### config.mk
export PLATFORM = sky130hd
export DESIGN_NAME = tone_vibrato_sweep_sound_control
export DESIGN_NICKNAME = d
export VERILOG_FILES = /design/src/sv/tvs_pkg.sv /design/src/sv/tvs_front.sv /design/src/sv/tvs_queue.sv /design/src/sv/tvs_back.sv /design/src/sv/tone_vibrato_sweep_sound_control.sv
export SDC_FILE = /design/constraint.sdc
export NUM_CORES = 2
export LEC_CHECK = 0
export BUFFER_PORTS_ARGS = -buffer_cell sky130_fd_sc_hd__buf_2
export CAP_MARGIN = 20
export CELL_PAD_IN_SITES_DETAIL_PLACEMENT = 1
export CELL_PAD_IN_SITES_GLOBAL_PLACEMENT = 1
export CORE_ASPECT_RATIO = 1.1
export CORE_MARGIN = 2
export CORE_UTILIZATION = 41
export DETAILED_ROUTE_END_ITERATION = 7
export PLACE_DENSITY_LB_ADDON = 0.1
export SLEW_MARGIN = 20
export SYNTH_ARGS = -nofsm -noshare
export SYNTH_HDL_FRONTEND = slang
export SYNTH_MEMORY_MAX_BITS = 65536
export SYNTH_SLANG_ARGS = --single-unit
export TNS_END_PERCENT = 10
### constraint.sdc
create_clock -name clk -period 8.15 [get_ports clk]
set_input_delay 1.63 -clock clk [delete_from_list [all_inputs] [get_ports clk]]
set_output_delay 1.63 -clock clk [all_outputs]
set_load 0.01 [all_outputs]
### src/sv/tvs_pkg.sv
`timescale 1ns / 1ps

package tvs_pkg;

    // Default number of ticks between 5/4 pitch step toggles on voice A
    localparam int TVS_STEP_INTERVAL = 4;
    // Entries in the command queue between front and back
    localparam int TVS_QUEUE_DEPTH = 2;

    // Item opcodes, also used as command kinds after decode
    localparam logic [1:0] OP_WRITE_A = 2'd0;
    localparam logic [1:0] OP_WRITE_B = 2'd1;
    localparam logic [1:0] OP_TICK    = 2'd2;
    localparam logic [1:0] OP_NONE    = 2'd3;

    // Trigger codes on the result
    localparam logic [1:0] TRIG_NONE = 2'd0;
    localparam logic [1:0] TRIG_ONE  = 2'd1;
    localparam logic [1:0] TRIG_TWO  = 2'd2;

    // Frequency code that silences a voice
    localparam logic [3:0] CODE_OFF = 4'hf;

    typedef logic signed [17:0] sine_t;

    localparam sine_t SINE_NEG_ONE = -18'sd65536;

    typedef struct packed {
        logic [1:0] opcode;
        logic [7:0] data;
    } item_t;

    typedef struct packed {
        logic [18:0] rate_a;
        logic [6:0]  volume_a;
        logic [17:0] rate_b;
        logic [6:0]  volume_b;
        logic [12:0] noise_rate;
        logic [6:0]  noise_gain;
        logic [1:0]  effect_trigger;
        logic [1:0]  tune_trigger;
    } result_t;

    // Decoded command carried through the queue
    typedef struct packed {
        logic [1:0]  kind;
        logic [3:0]  freq;
        logic [1:0]  hi;
        logic [6:0]  vol;
        logic [18:0] rate;
    } cmd_t;

    typedef struct packed {
        logic full;
        logic empty;
    } q_status_t;

    // Voice A base rate: 308700 / (16 - code)
    function automatic logic [18:0] rate_a_tab(input logic [3:0] code);
        logic [18:0] r;
        case (code)
            4'd0:    r = 19'd19293;
            4'd1:    r = 19'd20580;
            4'd2:    r = 19'd22050;
            4'd3:    r = 19'd23746;
            4'd4:    r = 19'd25725;
            4'd5:    r = 19'd28063;
            4'd6:    r = 19'd30870;
            4'd7:    r = 19'd34300;
            4'd8:    r = 19'd38587;
            4'd9:    r = 19'd44100;
            4'd10:   r = 19'd51450;
            4'd11:   r = 19'd61740;
            4'd12:   r = 19'd77175;
            4'd13:   r = 19'd102900;
            4'd14:   r = 19'd154350;
            default: r = 19'd308700;
        endcase
        return r;
    endfunction

    // Voice B base rate: 176400 / (16 - code)
    function automatic logic [17:0] rate_b_tab(input logic [3:0] code);
        logic [17:0] r;
        case (code)
            4'd0:    r = 18'd11025;
            4'd1:    r = 18'd11760;
            4'd2:    r = 18'd12600;
            4'd3:    r = 18'd13569;
            4'd4:    r = 18'd14700;
            4'd5:    r = 18'd16036;
            4'd6:    r = 18'd17640;
            4'd7:    r = 18'd19600;
            4'd8:    r = 18'd22050;
            4'd9:    r = 18'd25200;
            4'd10:   r = 18'd29400;
            4'd11:   r = 18'd35280;
            4'd12:   r = 18'd44100;
            4'd13:   r = 18'd58800;
            4'd14:   r = 18'd88200;
            default: r = 18'd176400;
        endcase
        return r;
    endfunction

    // Volume field to percent: 100 * (3 - v) / 3
    function automatic logic [6:0] volume_pct(input logic [1:0] v);
        logic [6:0] p;
        case (v)
            2'd0:    p = 7'd100;
            2'd1:    p = 7'd66;
            2'd2:    p = 7'd33;
            default: p = 7'd0;
        endcase
        return p;
    endfunction

    // Noise rate for the noise bits: 1750 * (4 - hi)
    function automatic logic [12:0] noise_rate_tab(input logic [1:0] hi);
        logic [12:0] f;
        case (hi)
            2'd0:    f = 13'd7000;
            2'd1:    f = 13'd5250;
            2'd2:    f = 13'd3500;
            default: f = 13'd1750;
        endcase
        return f;
    endfunction

    // Noise starting level for the noise bits: 85 * hi
    function automatic logic [7:0] noise_start_level(input logic [1:0] hi);
        logic [7:0] l;
        case (hi)
            2'd0:    l = 8'd0;
            2'd1:    l = 8'd85;
            2'd2:    l = 8'd170;
            default: l = 8'd255;
        endcase
        return l;
    endfunction

    // Sine of 0.14 * idx in Q16, 45 steps
    function automatic sine_t vib_sine(input logic [5:0] idx);
        sine_t s;
        case (idx)
            6'd0:    s = 18'sd0;
            6'd1:    s = 18'sd9145;
            6'd2:    s = 18'sd18111;
            6'd3:    s = 18'sd26723;
            6'd4:    s = 18'sd34812;
            6'd5:    s = 18'sd42219;
            6'd6:    s = 18'sd48801;
            6'd7:    s = 18'sd54427;
            6'd8:    s = 18'sd58989;
            6'd9:    s = 18'sd62396;
            6'd10:   s = 18'sd64582;
            6'd11:   s = 18'sd65505;
            6'd12:   s = 18'sd65146;
            6'd13:   s = 18'sd63512;
            6'd14:   s = 18'sd60635;
            6'd15:   s = 18'sd56571;
            6'd16:   s = 18'sd51401;
            6'd17:   s = 18'sd45225;
            6'd18:   s = 18'sd38164;
            6'd19:   s = 18'sd30356;
            6'd20:   s = 18'sd21954;
            6'd21:   s = 18'sd13122;
            6'd22:   s = 18'sd4034;
            6'd23:   s = -18'sd5133;
            6'd24:   s = -18'sd14200;
            6'd25:   s = -18'sd22989;
            6'd26:   s = -18'sd31328;
            6'd27:   s = -18'sd39054;
            6'd28:   s = -18'sd46016;
            6'd29:   s = -18'sd52077;
            6'd30:   s = -18'sd57120;
            6'd31:   s = -18'sd61044;
            6'd32:   s = -18'sd63774;
            6'd33:   s = -18'sd65256;
            6'd34:   s = -18'sd65462;
            6'd35:   s = -18'sd64386;
            6'd36:   s = -18'sd62050;
            6'd37:   s = -18'sd58501;
            6'd38:   s = -18'sd53806;
            6'd39:   s = -18'sd48059;
            6'd40:   s = -18'sd41371;
            6'd41:   s = -18'sd33873;
            6'd42:   s = -18'sd25713;
            6'd43:   s = -18'sd17050;
            6'd44:   s = -18'sd8053;
            default: s = 18'sd0;
        endcase
        return s;
    endfunction

    // Cosine of 0.14 * idx in Q16, 23 steps
    function automatic sine_t sweep_cos(input logic [4:0] idx);
        sine_t s;
        case (idx)
            5'd0:    s = 18'sd65536;
            5'd1:    s = 18'sd64895;
            5'd2:    s = 18'sd62984;
            5'd3:    s = 18'sd59840;
            5'd4:    s = 18'sd55526;
            5'd5:    s = 18'sd50125;
            5'd6:    s = 18'sd43743;
            5'd7:    s = 18'sd36505;
            5'd8:    s = 18'sd28553;
            5'd9:    s = 18'sd20042;
            5'd10:   s = 18'sd11139;
            5'd11:   s = 18'sd2018;
            5'd12:   s = -18'sd7143;
            5'd13:   s = -18'sd16163;
            5'd14:   s = -18'sd24868;
            5'd15:   s = -18'sd33086;
            5'd16:   s = -18'sd40656;
            5'd17:   s = -18'sd47431;
            5'd18:   s = -18'sd53278;
            5'd19:   s = -18'sd58082;
            5'd20:   s = -18'sd61749;
            5'd21:   s = -18'sd64209;
            5'd22:   s = -18'sd65412;
            default: s = -18'sd65412;
        endcase
        return s;
    endfunction

endpackage

### src/sv/tvs_front.sv
`timescale 1ns / 1ps

module tvs_front
    import tvs_pkg::*;
(
    input  logic      item_valid,
    output logic      item_stall,
    input  item_t     item,
    input  q_status_t q_status,
    output logic      push,
    output cmd_t      cmd
);

    logic [3:0] freq;
    logic [1:0] vol_field;

    assign freq      = item.data[3:0];
    assign vol_field = item.data[5:4];

    // Hold the input while the queue has no room
    assign item_stall = q_status.full;
    assign push       = item_valid && !q_status.full;

    // Split the register byte and look up the direct rate and volume
    always_comb
    begin
        cmd.kind = item.opcode;
        cmd.freq = freq;
        cmd.hi   = item.data[7:6];
        cmd.vol  = (freq == CODE_OFF) ? 7'd0 : volume_pct(vol_field);
        case (item.opcode)
            OP_WRITE_A: cmd.rate = rate_a_tab(freq);
            OP_WRITE_B: cmd.rate = {1'b0, rate_b_tab(freq)};
            default:    cmd.rate = '0;
        endcase
    end

endmodule

### src/sv/tvs_queue.sv
`timescale 1ns / 1ps

module tvs_queue
    import tvs_pkg::*;
(
    input  logic      clk,
    input  logic      rst_n,
    input  logic      push,
    input  cmd_t      wr_cmd,
    input  logic      pop,
    output cmd_t      rd_cmd,
    output q_status_t q_status
);

    localparam int DEPTH = TVS_QUEUE_DEPTH;
    localparam int PW    = (DEPTH > 1) ? $clog2(DEPTH) : 1;
    localparam int CW    = $clog2(DEPTH + 1);

    cmd_t            entry_reg [DEPTH];
    logic [PW-1:0]   wr_ptr_reg, wr_ptr_next;
    logic [PW-1:0]   rd_ptr_reg, rd_ptr_next;
    logic [CW-1:0]   count_reg, count_next;

    assign rd_cmd         = entry_reg[rd_ptr_reg];
    assign q_status.full  = (count_reg == CW'(DEPTH));
    assign q_status.empty = (count_reg == '0);

    // Advance pointers and occupancy
    always_comb
    begin
        wr_ptr_next = wr_ptr_reg;
        rd_ptr_next = rd_ptr_reg;
        count_next  = count_reg;
        if (push)
        begin
            wr_ptr_next = (wr_ptr_reg == PW'(DEPTH - 1)) ? '0 : wr_ptr_reg + 1'b1;
        end
        if (pop)
        begin
            rd_ptr_next = (rd_ptr_reg == PW'(DEPTH - 1)) ? '0 : rd_ptr_reg + 1'b1;
        end
        case ({push, pop})
            2'b10:   count_next = count_reg + 1'b1;
            2'b01:   count_next = count_reg - 1'b1;
            default: count_next = count_reg;
        endcase
    end

    always_ff @(posedge clk or negedge rst_n)
    begin
        if (!rst_n)
        begin
            wr_ptr_reg <= '0;
            rd_ptr_reg <= '0;
            count_reg  <= '0;
        end
        else
        begin
            wr_ptr_reg <= wr_ptr_next;
            rd_ptr_reg <= rd_ptr_next;
            count_reg  <= count_next;
        end
    end

    // Store the pushed command
    always_ff @(posedge clk)
    begin
        if (push)
        begin
            entry_reg[wr_ptr_reg] <= wr_cmd;
        end
    end

endmodule

### src/sv/tvs_back.sv
`timescale 1ns / 1ps

module tvs_back
    import tvs_pkg::*;
#(
    parameter int STEP_INTERVAL = TVS_STEP_INTERVAL
)
(
    input  logic      clk,
    input  logic      rst_n,
    input  logic      cfg_valid,
    input  logic      cfg_data,
    input  cmd_t      cmd,
    input  q_status_t q_status,
    output logic      pop,
    output logic      result_valid,
    input  logic      result_stall,
    output result_t   result
);

    localparam int SCW = $clog2(STEP_INTERVAL + 1);

    localparam logic [5:0] VIB_STEPS     = 6'd45;
    localparam logic [5:0] SWEEP_TOP     = 6'd22;
    localparam logic [5:0] SWEEP_RESTART = 6'd23;
    localparam logic [5:0] SWEEP_LAST    = 6'd55;
    localparam logic [5:0] SWEEP_END     = 6'd56;

    // Multiplier values that leave a direct rate unchanged
    localparam logic [19:0] MA_UNITY = 20'd655360;
    localparam logic [20:0] MB_UNITY = 21'd1638400;

    // Reciprocals: /10 for voice A, /25 for voice B, *100/255 for noise
    localparam int          SA  = 26;
    localparam logic [45:0] KA  = 46'd6710887;
    localparam int          SB  = 28;
    localparam logic [46:0] KB  = 47'd10737419;
    localparam int          SN  = 23;
    localparam logic [29:0] KN  = 30'd3289700;

    typedef struct packed {
        logic        upd_rate_a;
        logic [18:0] xa;
        logic [19:0] ma;
        logic        upd_rate_b;
        logic [17:0] xb;
        logic [20:0] mb;
        logic        upd_vol_a;
        logic [6:0]  vol_a;
        logic        upd_vol_b;
        logic [6:0]  vol_b;
        logic        upd_noise_rate;
        logic [12:0] noise_rate;
        logic        upd_noise_vol;
        logic [7:0]  noise_lvl;
        logic [1:0]  eff;
        logic [1:0]  tune;
    } op_stage_t;

    typedef struct packed {
        logic        upd_rate_a;
        logic [38:0] prod_a;
        logic        upd_rate_b;
        logic [38:0] prod_b;
        logic        upd_vol_a;
        logic [6:0]  vol_a;
        logic        upd_vol_b;
        logic [6:0]  vol_b;
        logic        upd_noise_rate;
        logic [12:0] noise_rate;
        logic        upd_noise_vol;
        logic [7:0]  noise_lvl;
        logic [1:0]  eff;
        logic [1:0]  tune;
    } prod_stage_t;

    // Voice and effect state
    logic           noise_emulate_reg;
    logic [3:0]     code_a_reg, code_a_next;
    logic [3:0]     code_b_reg, code_b_next;
    logic           sweep_restart_reg, sweep_restart_next;
    logic           high_step_reg, high_step_next;
    logic [SCW-1:0] step_count_reg, step_count_next;
    logic [5:0]     vibrato_phase_reg, vibrato_phase_next;
    logic [5:0]     sweep_phase_reg, sweep_phase_next;
    logic [7:0]     noise_level_reg, noise_level_next;
    logic [12:0]    noise_hz_reg, noise_hz_next;
    logic [1:0]     last_noise_reg, last_noise_next;
    logic [1:0]     current_tune_reg, current_tune_next;

    // Pipeline
    logic           advance;
    logic           s2_valid_reg;
    op_stage_t      s2_reg, s2_next;
    logic           s3_valid_reg;
    prod_stage_t    s3_reg, s3_next;
    logic           result_valid_reg;
    result_t        result_reg, result_next;

    // Tick operands
    logic [18:0]        pa_base;
    logic [20:0]        pa_scaled;
    logic [18:0]        pa_step;
    logic [5:0]         vp;
    logic [5:0]         vp_inc;
    sine_t              s_vib;
    sine_t              s_swp;
    logic signed [20:0] ma_sum;
    logic signed [21:0] mb_sum;
    logic [SCW-1:0]     step_inc;
    logic [12:0]        nf;
    logic [7:0]         lvl;

    // Output stage arithmetic
    logic [45:0]        ra_full;
    logic [46:0]        rb_full;
    logic [29:0]        nv_full;

    assign advance      = !result_valid_reg || !result_stall;
    assign pop          = advance && !q_status.empty;
    assign result_valid = result_valid_reg;
    assign result       = result_reg;

    // Tick operands from the present state
    assign pa_base   = rate_a_tab(code_a_reg);
    assign pa_scaled = 21'(pa_base) * 21'd5;
    assign pa_step   = high_step_reg ? pa_scaled[20:2] : pa_base;
    assign vp        = (vibrato_phase_reg < VIB_STEPS) ? vibrato_phase_reg : '0;
    assign vp_inc    = vp + 6'd1;
    assign s_vib     = vib_sine(vp);
    assign ma_sum    = 21'sd655360 + 21'(s_vib);
    assign step_inc  = step_count_reg + SCW'(1);
    assign mb_sum    = 22'sd1638400 + 22'(s_swp) * 22'sd6;

    // Sweep angle: falling half from pi/2, then the falling sine, then the floor
    always_comb
    begin
        if (sweep_phase_reg <= SWEEP_TOP)
        begin
            s_swp = sweep_cos(sweep_phase_reg[4:0]);
        end
        else if (sweep_phase_reg <= SWEEP_LAST)
        begin
            s_swp = vib_sine(sweep_phase_reg - SWEEP_TOP);
        end
        else
        begin
            s_swp = SINE_NEG_ONE;
        end
    end

    // Execute the head command: update state, build multiplier operands
    always_comb
    begin
        code_a_next        = code_a_reg;
        code_b_next        = code_b_reg;
        sweep_restart_next = sweep_restart_reg;
        high_step_next     = high_step_reg;
        step_count_next    = step_count_reg;
        vibrato_phase_next = vibrato_phase_reg;
        sweep_phase_next   = sweep_phase_reg;
        noise_level_next   = noise_level_reg;
        noise_hz_next      = noise_hz_reg;
        last_noise_next    = last_noise_reg;
        current_tune_next  = current_tune_reg;
        s2_next            = '0;
        nf                 = noise_rate_tab(cmd.hi);
        lvl                = noise_level_reg;

        if (pop)
        begin
            case (cmd.kind)
                OP_WRITE_A:
                begin
                    code_a_next = cmd.freq;
                    if (cmd.freq != CODE_OFF)
                    begin
                        s2_next.upd_rate_a = 1'b1;
                        s2_next.xa         = cmd.rate;
                        s2_next.ma         = MA_UNITY;
                    end
                    s2_next.upd_vol_a = 1'b1;
                    s2_next.vol_a     = cmd.vol;
                    if (noise_emulate_reg)
                    begin
                        if (noise_hz_reg != nf)
                        begin
                            noise_hz_next = nf;
                            lvl           = noise_start_level(cmd.hi);
                        end
                        s2_next.upd_noise_vol = 1'b1;
                        if (cmd.hi != 2'd0)
                        begin
                            s2_next.upd_noise_rate = 1'b1;
                            s2_next.noise_rate     = nf;
                            s2_next.noise_lvl      = lvl;
                            noise_level_next       = lvl;
                        end
                        else
                        begin
                            s2_next.noise_lvl = '0;
                            noise_level_next  = '0;
                        end
                    end
                    else
                    begin
                        // Fire a sample only when the selection changes
                        if ((cmd.hi == TRIG_ONE || cmd.hi == TRIG_TWO)
                            && last_noise_reg != cmd.hi)
                        begin
                            s2_next.eff = cmd.hi;
                        end
                        last_noise_next = cmd.hi;
                    end
                end
                OP_WRITE_B:
                begin
                    sweep_restart_next = (cmd.freq != code_b_reg);
                    code_b_next        = cmd.freq;
                    if (cmd.freq != CODE_OFF)
                    begin
                        s2_next.upd_rate_b = 1'b1;
                        s2_next.xb         = cmd.rate[17:0];
                        s2_next.mb         = MB_UNITY;
                    end
                    s2_next.upd_vol_b = 1'b1;
                    s2_next.vol_b     = cmd.vol;
                    if (cmd.hi == 2'd0)
                    begin
                        current_tune_next = 2'd0;
                    end
                    else if ((cmd.hi inside {[2'd2:2'd3]}) && current_tune_reg != cmd.hi)
                    begin
                        current_tune_next = cmd.hi;
                        s2_next.tune      = cmd.hi - 2'd1;
                    end
                end
                OP_TICK:
                begin
                    // Voice A: step and vibrato
                    s2_next.upd_rate_a = 1'b1;
                    s2_next.xa         = pa_step;
                    s2_next.ma         = ma_sum[19:0];
                    if (step_inc >= SCW'(STEP_INTERVAL))
                    begin
                        high_step_next  = !high_step_reg;
                        step_count_next = '0;
                    end
                    else
                    begin
                        step_count_next = step_inc;
                    end
                    vibrato_phase_next = (vp_inc < VIB_STEPS) ? vp_inc : '0;

                    // Voice B: sweep, restarted until the code repeats
                    s2_next.upd_rate_b = 1'b1;
                    s2_next.xb         = rate_b_tab(code_b_reg);
                    s2_next.mb         = mb_sum[20:0];
                    if (sweep_restart_reg)
                    begin
                        sweep_phase_next = SWEEP_RESTART;
                    end
                    else if (sweep_phase_reg < SWEEP_TOP)
                    begin
                        sweep_phase_next = sweep_phase_reg + 6'd1;
                    end
                    else if (sweep_phase_reg == SWEEP_TOP)
                    begin
                        sweep_phase_next = SWEEP_END;
                    end
                    else if (sweep_phase_reg < SWEEP_LAST)
                    begin
                        sweep_phase_next = sweep_phase_reg + 6'd1;
                    end
                    else
                    begin
                        sweep_phase_next = SWEEP_END;
                    end

                    // Noise decay, floored at zero
                    if (noise_level_reg != 8'd0 && noise_emulate_reg)
                    begin
                        s2_next.upd_noise_vol = 1'b1;
                        s2_next.noise_lvl     = noise_level_reg;
                        noise_level_next      = (noise_level_reg > 8'd3)
                                                ? noise_level_reg - 8'd3 : 8'd0;
                    end
                end
                default:
                begin
                end
            endcase
        end
    end

    // Multiply rates by their modulation factors
    always_comb
    begin
        s3_next.upd_rate_a     = s2_reg.upd_rate_a;
        s3_next.prod_a         = 39'(s2_reg.xa) * 39'(s2_reg.ma);
        s3_next.upd_rate_b     = s2_reg.upd_rate_b;
        s3_next.prod_b         = 39'(s2_reg.xb) * 39'(s2_reg.mb);
        s3_next.upd_vol_a      = s2_reg.upd_vol_a;
        s3_next.vol_a          = s2_reg.vol_a;
        s3_next.upd_vol_b      = s2_reg.upd_vol_b;
        s3_next.vol_b          = s2_reg.vol_b;
        s3_next.upd_noise_rate = s2_reg.upd_noise_rate;
        s3_next.noise_rate     = s2_reg.noise_rate;
        s3_next.upd_noise_vol  = s2_reg.upd_noise_vol;
        s3_next.noise_lvl      = s2_reg.noise_lvl;
        s3_next.eff            = s2_reg.eff;
        s3_next.tune           = s2_reg.tune;
    end

    // Scale products down and merge into the held outputs
    assign ra_full = 46'(s3_reg.prod_a[38:16]) * KA;
    assign rb_full = 47'(s3_reg.prod_b[38:16]) * KB;
    assign nv_full = 30'(s3_reg.noise_lvl) * KN;

    always_comb
    begin
        result_next = result_reg;
        if (s3_valid_reg)
        begin
            if (s3_reg.upd_rate_a)
            begin
                result_next.rate_a = ra_full[SA+18:SA];
            end
            if (s3_reg.upd_rate_b)
            begin
                result_next.rate_b = rb_full[SB+17:SB];
            end
            if (s3_reg.upd_vol_a)
            begin
                result_next.volume_a = s3_reg.vol_a;
            end
            if (s3_reg.upd_vol_b)
            begin
                result_next.volume_b = s3_reg.vol_b;
            end
            if (s3_reg.upd_noise_rate)
            begin
                result_next.noise_rate = s3_reg.noise_rate;
            end
            if (s3_reg.upd_noise_vol)
            begin
                result_next.noise_gain = nv_full[SN+6:SN];
            end
            result_next.effect_trigger = s3_reg.eff;
            result_next.tune_trigger   = s3_reg.tune;
        end
    end

    // Control state and held outputs
    always_ff @(posedge clk or negedge rst_n)
    begin
        if (!rst_n)
        begin
            noise_emulate_reg <= 1'b1;
            code_a_reg        <= CODE_OFF;
            code_b_reg        <= CODE_OFF;
            sweep_restart_reg <= 1'b1;
            high_step_reg     <= 1'b0;
            step_count_reg    <= '0;
            vibrato_phase_reg <= '0;
            sweep_phase_reg   <= '0;
            noise_level_reg   <= '0;
            noise_hz_reg      <= 13'd1000;
            last_noise_reg    <= '0;
            current_tune_reg  <= '0;
            s2_valid_reg      <= 1'b0;
            s3_valid_reg      <= 1'b0;
            result_valid_reg  <= 1'b0;
            result_reg        <= '0;
        end
        else
        begin
            if (cfg_valid)
            begin
                noise_emulate_reg <= cfg_data;
            end
            code_a_reg        <= code_a_next;
            code_b_reg        <= code_b_next;
            sweep_restart_reg <= sweep_restart_next;
            high_step_reg     <= high_step_next;
            step_count_reg    <= step_count_next;
            vibrato_phase_reg <= vibrato_phase_next;
            sweep_phase_reg   <= sweep_phase_next;
            noise_level_reg   <= noise_level_next;
            noise_hz_reg      <= noise_hz_next;
            last_noise_reg    <= last_noise_next;
            current_tune_reg  <= current_tune_next;
            if (advance)
            begin
                s2_valid_reg     <= pop;
                s3_valid_reg     <= s2_valid_reg;
                result_valid_reg <= s3_valid_reg;
                result_reg       <= result_next;
            end
        end
    end

    // Pipeline payload
    always_ff @(posedge clk)
    begin
        if (advance)
        begin
            s2_reg <= s2_next;
            s3_reg <= s3_next;
        end
    end

endmodule

### src/sv/tone_vibrato_sweep_sound_control.sv
`timescale 1ns / 1ps

// Sound control for two tone voices and a noise voice. Each item is a control A write, a
// control B write, a frame tick or a no-op, and each item produces exactly one result
// carrying the held voice rates and volumes plus one-shot noise-sample and tune trigger
// codes. Items are taken one per clock while the queue has room; a decoded item waits in
// a two-entry queue, then passes through the voice state update, the rate multiplies and
// the reciprocal scaling into the output register. The input stalls only when the queue
// is full, which happens only after the output has been stalled.
// The noise_emulate register is written through the cfg port, which is always ready;
// write it only while no item is in flight.
module tone_vibrato_sweep_sound_control
    import tvs_pkg::*;
#(
    parameter int STEP_INTERVAL = TVS_STEP_INTERVAL
)
(
    input  logic    clk,
    input  logic    rst_n,
    input  logic    item_valid,
    output logic    item_stall,
    input  item_t   item,
    output logic    result_valid,
    input  logic    result_stall,
    output result_t result,
    input  logic    cfg_valid,
    output logic    cfg_ready,
    input  logic    cfg_data
);

    q_status_t q_status;
    logic      push;
    logic      pop;
    cmd_t      wr_cmd;
    cmd_t      rd_cmd;

    assign cfg_ready = 1'b1;

    // Decode incoming items
    tvs_front u_front (
        .item_valid (item_valid),
        .item_stall (item_stall),
        .item       (item),
        .q_status   (q_status),
        .push       (push),
        .cmd        (wr_cmd)
    );

    // Buffer decoded commands
    tvs_queue u_queue (
        .clk      (clk),
        .rst_n    (rst_n),
        .push     (push),
        .wr_cmd   (wr_cmd),
        .pop      (pop),
        .rd_cmd   (rd_cmd),
        .q_status (q_status)
    );

    // Execute commands and hold results
    tvs_back #(
        .STEP_INTERVAL (STEP_INTERVAL)
    ) u_back (
        .clk          (clk),
        .rst_n        (rst_n),
        .cfg_valid    (cfg_valid && cfg_ready),
        .cfg_data     (cfg_data),
        .cmd          (rd_cmd),
        .q_status     (q_status),
        .pop          (pop),
        .result_valid (result_valid),
        .result_stall (result_stall),
        .result       (result)
    );

endmodule

==> key figures <==
Outcome
  – Status: finished, final reports clean

Worst setup path
  – CP Max Fanout: 5
  – Reg2reg path depth: 22
  – R2r setup slk: 0.75 ns
  – Reg2reg end: u_back.result[74]$_DFFE_PN0P_
  – Critical path type: reg -> reg
  – WP data required: 8.72 ns
  – Critical R2R Launch: u_back.s3_reg[113]$_DFFE_PN_
  – Setup crit start kind: register
  – Worst Setup End Kind: register
  – Crit path DAT: 7.97 ns

Placed design
  – Final Wtd Congestion: 0.9098
  – Placed Instances: 8496
  – Port buffer count: 87
  – Post-detail-place hpwl: 142.9 mm

Global route
  – Total grt overflow: 0
  – Antenna violations before repair: 2
  – Largest net degree at the start of global routing: 77
  – Global-route wire length before repair: 283.4 mm
  – Vias in the first global route: 50030
  – Gr usage total: 22.96%

STA
  – RSZ-0062 raised after global routing: false
  – Peak Freq: 135.1 MHz
  – Hold Violations, Final: 0
  – Setup_tns: 0 ns
  – Slew margin rel.: 23.29%
  – Final cycle utilization of the critical path: 90.81%
  – Slew Limit Fails: 0
  – Skew final: 0.02704 ns
  – Min Tclk post-route: 7.401 ns
  – Slew @ Worst Pin: 1.151 ns
  – Worst Hold Slack: 0.4197 ns
  – Final Setup Violations: 0

Die
  – Io pins: 94
  – Core region area: 0.1522 mm2
  – Num rows: 150
  – Die height: 415.1 um
  – Die footprint: 0.1568 mm2
  – Initial Util: 41.39%
  – Die width: 377.8 um

Synthesis
  – Count of cell types in the netlist: 88
  – Main combinational cell family by area after synthesis: adder cells
  – Sequential area share after synthesis: 16.95%
  – Ys async rst share: 32.00%
  – Post-synthesis mux area share: 1.623%
  – Post-Synth Adder-Cell Area: 48.78%
  – Cells after synthesis: 6568
  – #FFs+latches synth: 375
  – Ys flop type: edfxtp_1
  – Post-Synth XOR/XNOR Area: 1.821%
  – Syn_area_per_cell: 9.592 um2
  – Mapped Area: 0.06300 mm2
  – Synth Area in Simple Gates: 11.44%
  – EDFF count, synth: 255
  – Synthesis Warnings: 0
  – Synth Area in Compound Gates: 9.189%

Clocking
  – CTS tree: done
  – Clock buffer count from CTS: 49
  – Clk buf depth: 3
  – CTS clock-pin slew for the worst setup and hold paths: 0.06 ns
  – Skew-Pair Late Insertion Delay: 0.65 ns
  – Root Buffer Master: clkbuf_16
  – Maximum level of the CTS H-tree: 2
  – Cts hold-fix bufs: 0
  – Post-CTS Setup Bufs: 0
  – CTS-repair resized insts: 0
  – CTS sink count: 375

Cells and area
  – Final Instance Count excl. Fillers: 8589
  – Max reg flops: 110
  – Final #Nets: 8372
  – Area delta synth->final: 6.459%
  – Filler cells: 17270
  – Share of cells above drive strength 1: 4.452%
  – Post-Route Utilization: 44.06%

Worst hold path
  – Hold Path Origin: u_back.s2_reg[5]$_SDFFCE_PN0N_
  – Hold endpoint: u_back.s3_reg[5]$_DFFE_PN_
  – Worst Hold Class: reg -> reg
  – Hold path cells: 0

Drt
  – First-pass DRT Iterations: 5
  – # DRC: 0
  – Vias: 44800
  – Drt total wl: 176.4 mm
  – First-iteration detailed-routing DRC count: 2039
  – DR vias/cell: 5.215
  – Routed Antenna Nets: 0
  – DR WL/cell: 20.53 um

Job
  – Max-cap violations: 0
-- per-stage QoR --
step                      area [um2]  setup slack, ns
after floorplan                63010           0.5807
after global placement         65400            1.008
after detailed placement       65420           0.8571
after CTS                      67070           0.7989
after global routing           67070           0.4429
final                          67070           0.7487
-- per-layer routing --
layer / vias to the layer above / part of all wire [%] / GRT usage (%)
met5: - / 0 / 0
met4: 0 / 2.3 / 5.092
met3: 195 / 3.8 / 2.767
met2: 745 / 48 / 38.63
met1: 23070 / 46 / 31.59
li1: 20780 / - / -
-- worst max path at each step --
stage	to	start	slack, ns
floorplan	u_back.noise_hz_reg[11]$_DFFE_PN0P_	result_stall	0.58
global placement	u_back.result[72]$_DFFE_PN0P_	u_back.s3_reg[113]$_DFFE_PN_	1.01
detailed placement	u_back.result[74]$_DFFE_PN0P_	u_back.s3_reg[113]$_DFFE_PN_	0.86
CTS	u_back.result[74]$_DFFE_PN0P_	u_back.s3_reg[113]$_DFFE_PN_	0.80
global route	u_back.result[74]$_DFFE_PN0P_	u_back.s3_reg[113]$_DFFE_PN_	0.44
finish	u_back.result[74]$_DFFE_PN0P_	u_back.s3_reg[113]$_DFFE_PN_	0.75
-- critical path, stage by stage, from the launching register on --
cell and delay [ns]:
edfxtp_1 0.54, ha_1 0.54, fa_1 0.49, fa_1 0.55
inv_1 0.07, fa_1 0.51, inv_1 0.07, fa_1 0.50
fa_1 0.50, inv_1 0.05, fa_1 0.48, inv_1 0.05
ha_1 0.28, and4_1 0.23, o21ai_1 0.09, a21oi_1 0.38
o21ai_0 0.30, o31ai_1 0.47, o2111ai_1 0.23, a211o_1 0.38
a211oi_1 0.35, o2111ai_1 0.18, nand3_1 0.09
-- cell usage in the layout (no fill, tap or decap), types with 11 or more instances in the layout --
| cell type | Yosys | routed |
|---|---|---|
| inv_1 | 1417 | 1417 |
| fa_1 | 992 | 992 |
| ha_1 | 869 | 869 |
| nand2_1 | 632 | 631 |
| and2_1 | 376 | 376 |
| edfxtp_1 | 255 | 255 |
| a21oi_1 | 232 | 232 |
| nor2_1 | 230 | 229 |
| o21ai_0 | 196 | 196 |
| dfrtp_1 | 106 | 105 |
| xnor2_1 | 97 | 96 |
| buf_2 | 3 | 86 |
| a21o_1 | 64 | 64 |
| nor3_1 | 57 | 57 |
| mux2i_1 | 56 | 56 |
| buf_4 | 11 | 56 |
| nand3_1 | 54 | 54 |
| o22ai_1 | 50 | 50 |
| a211oi_1 | 49 | 49 |
| clkbuf_16 | 0 | 49 |
| a31oi_1 | 38 | 38 |
| xor2_1 | 34 | 33 |
| o211ai_1 | 32 | 32 |
| mux2_2 | 31 | 31 |
| nand2b_1 | 28 | 28 |
| o21ai_1 | 25 | 25 |
| nor2b_1 | 23 | 23 |
| and3_1 | 23 | 23 |
| o31ai_1 | 23 | 23 |
| o21a_1 | 22 | 22 |
| clkinv_1 | 7 | 19 |
| o21bai_1 | 16 | 16 |
| a221oi_1 | 15 | 15 |
| nand4_1 | 14 | 14 |
| dfstp_2 | 14 | 14 |
| o221ai_1 | 13 | 13 |
| a211o_1 | 12 | 12 |
| a22oi_1 | 11 | 11 |
| nor3b_1 | 11 | 11 |
| o2111ai_1 | 11 | 11 |
-- cells in the mapped netlist, drive strengths merged, types with 32 or more instances --
cell type	number	area [um2]
a31oi	39	250.2
nand2	632	2372
a211oi	49	367.9
nand3	54	270.3
buf	33	168.9
a21o	64	480.5
nor3	57	285.3
dfrtp	106	2653
o211ai	32	240.2
clkbuf	239	897.1
edfxtp	255	7657
ha	869	10870
o21ai	222	1115
xnor2	97	849.6
mux2i	56	560.5
a21oi	232	1161
and2	377	2359
xor2	34	297.8
nor2	230	863.3
fa	992	19860
inv	1418	5323
o22ai	50	312.8
-- final cells by class --
class                   instances  area [um2]  area share, %
diodes                          1       2.502       0.003731
clock buffers                  60        1277          1.905
clock inverters                32       369.1         0.5503
inverters                    1425        5349          7.975
multi-input cells            4500       45950          68.51
flip-flops and latches        375       10680          15.92
well taps                    2052        2567          3.828
repair buffers                144       877.1          1.308
-- cells by family after synthesis --
family                   after synthesis
flip-flops                           375
buffers and inverters               1697
adder cells (fa/ha/maj)             1861
other                                  2
XOR/XNOR                             131
AO/OA/AOI/OAI                        905
AND/OR/NAND/NOR                     1505
multiplexers                          92
Power is not shown: default switching activity piles up to over one toggle a cycle in this logic, so the estimate is an artifact.
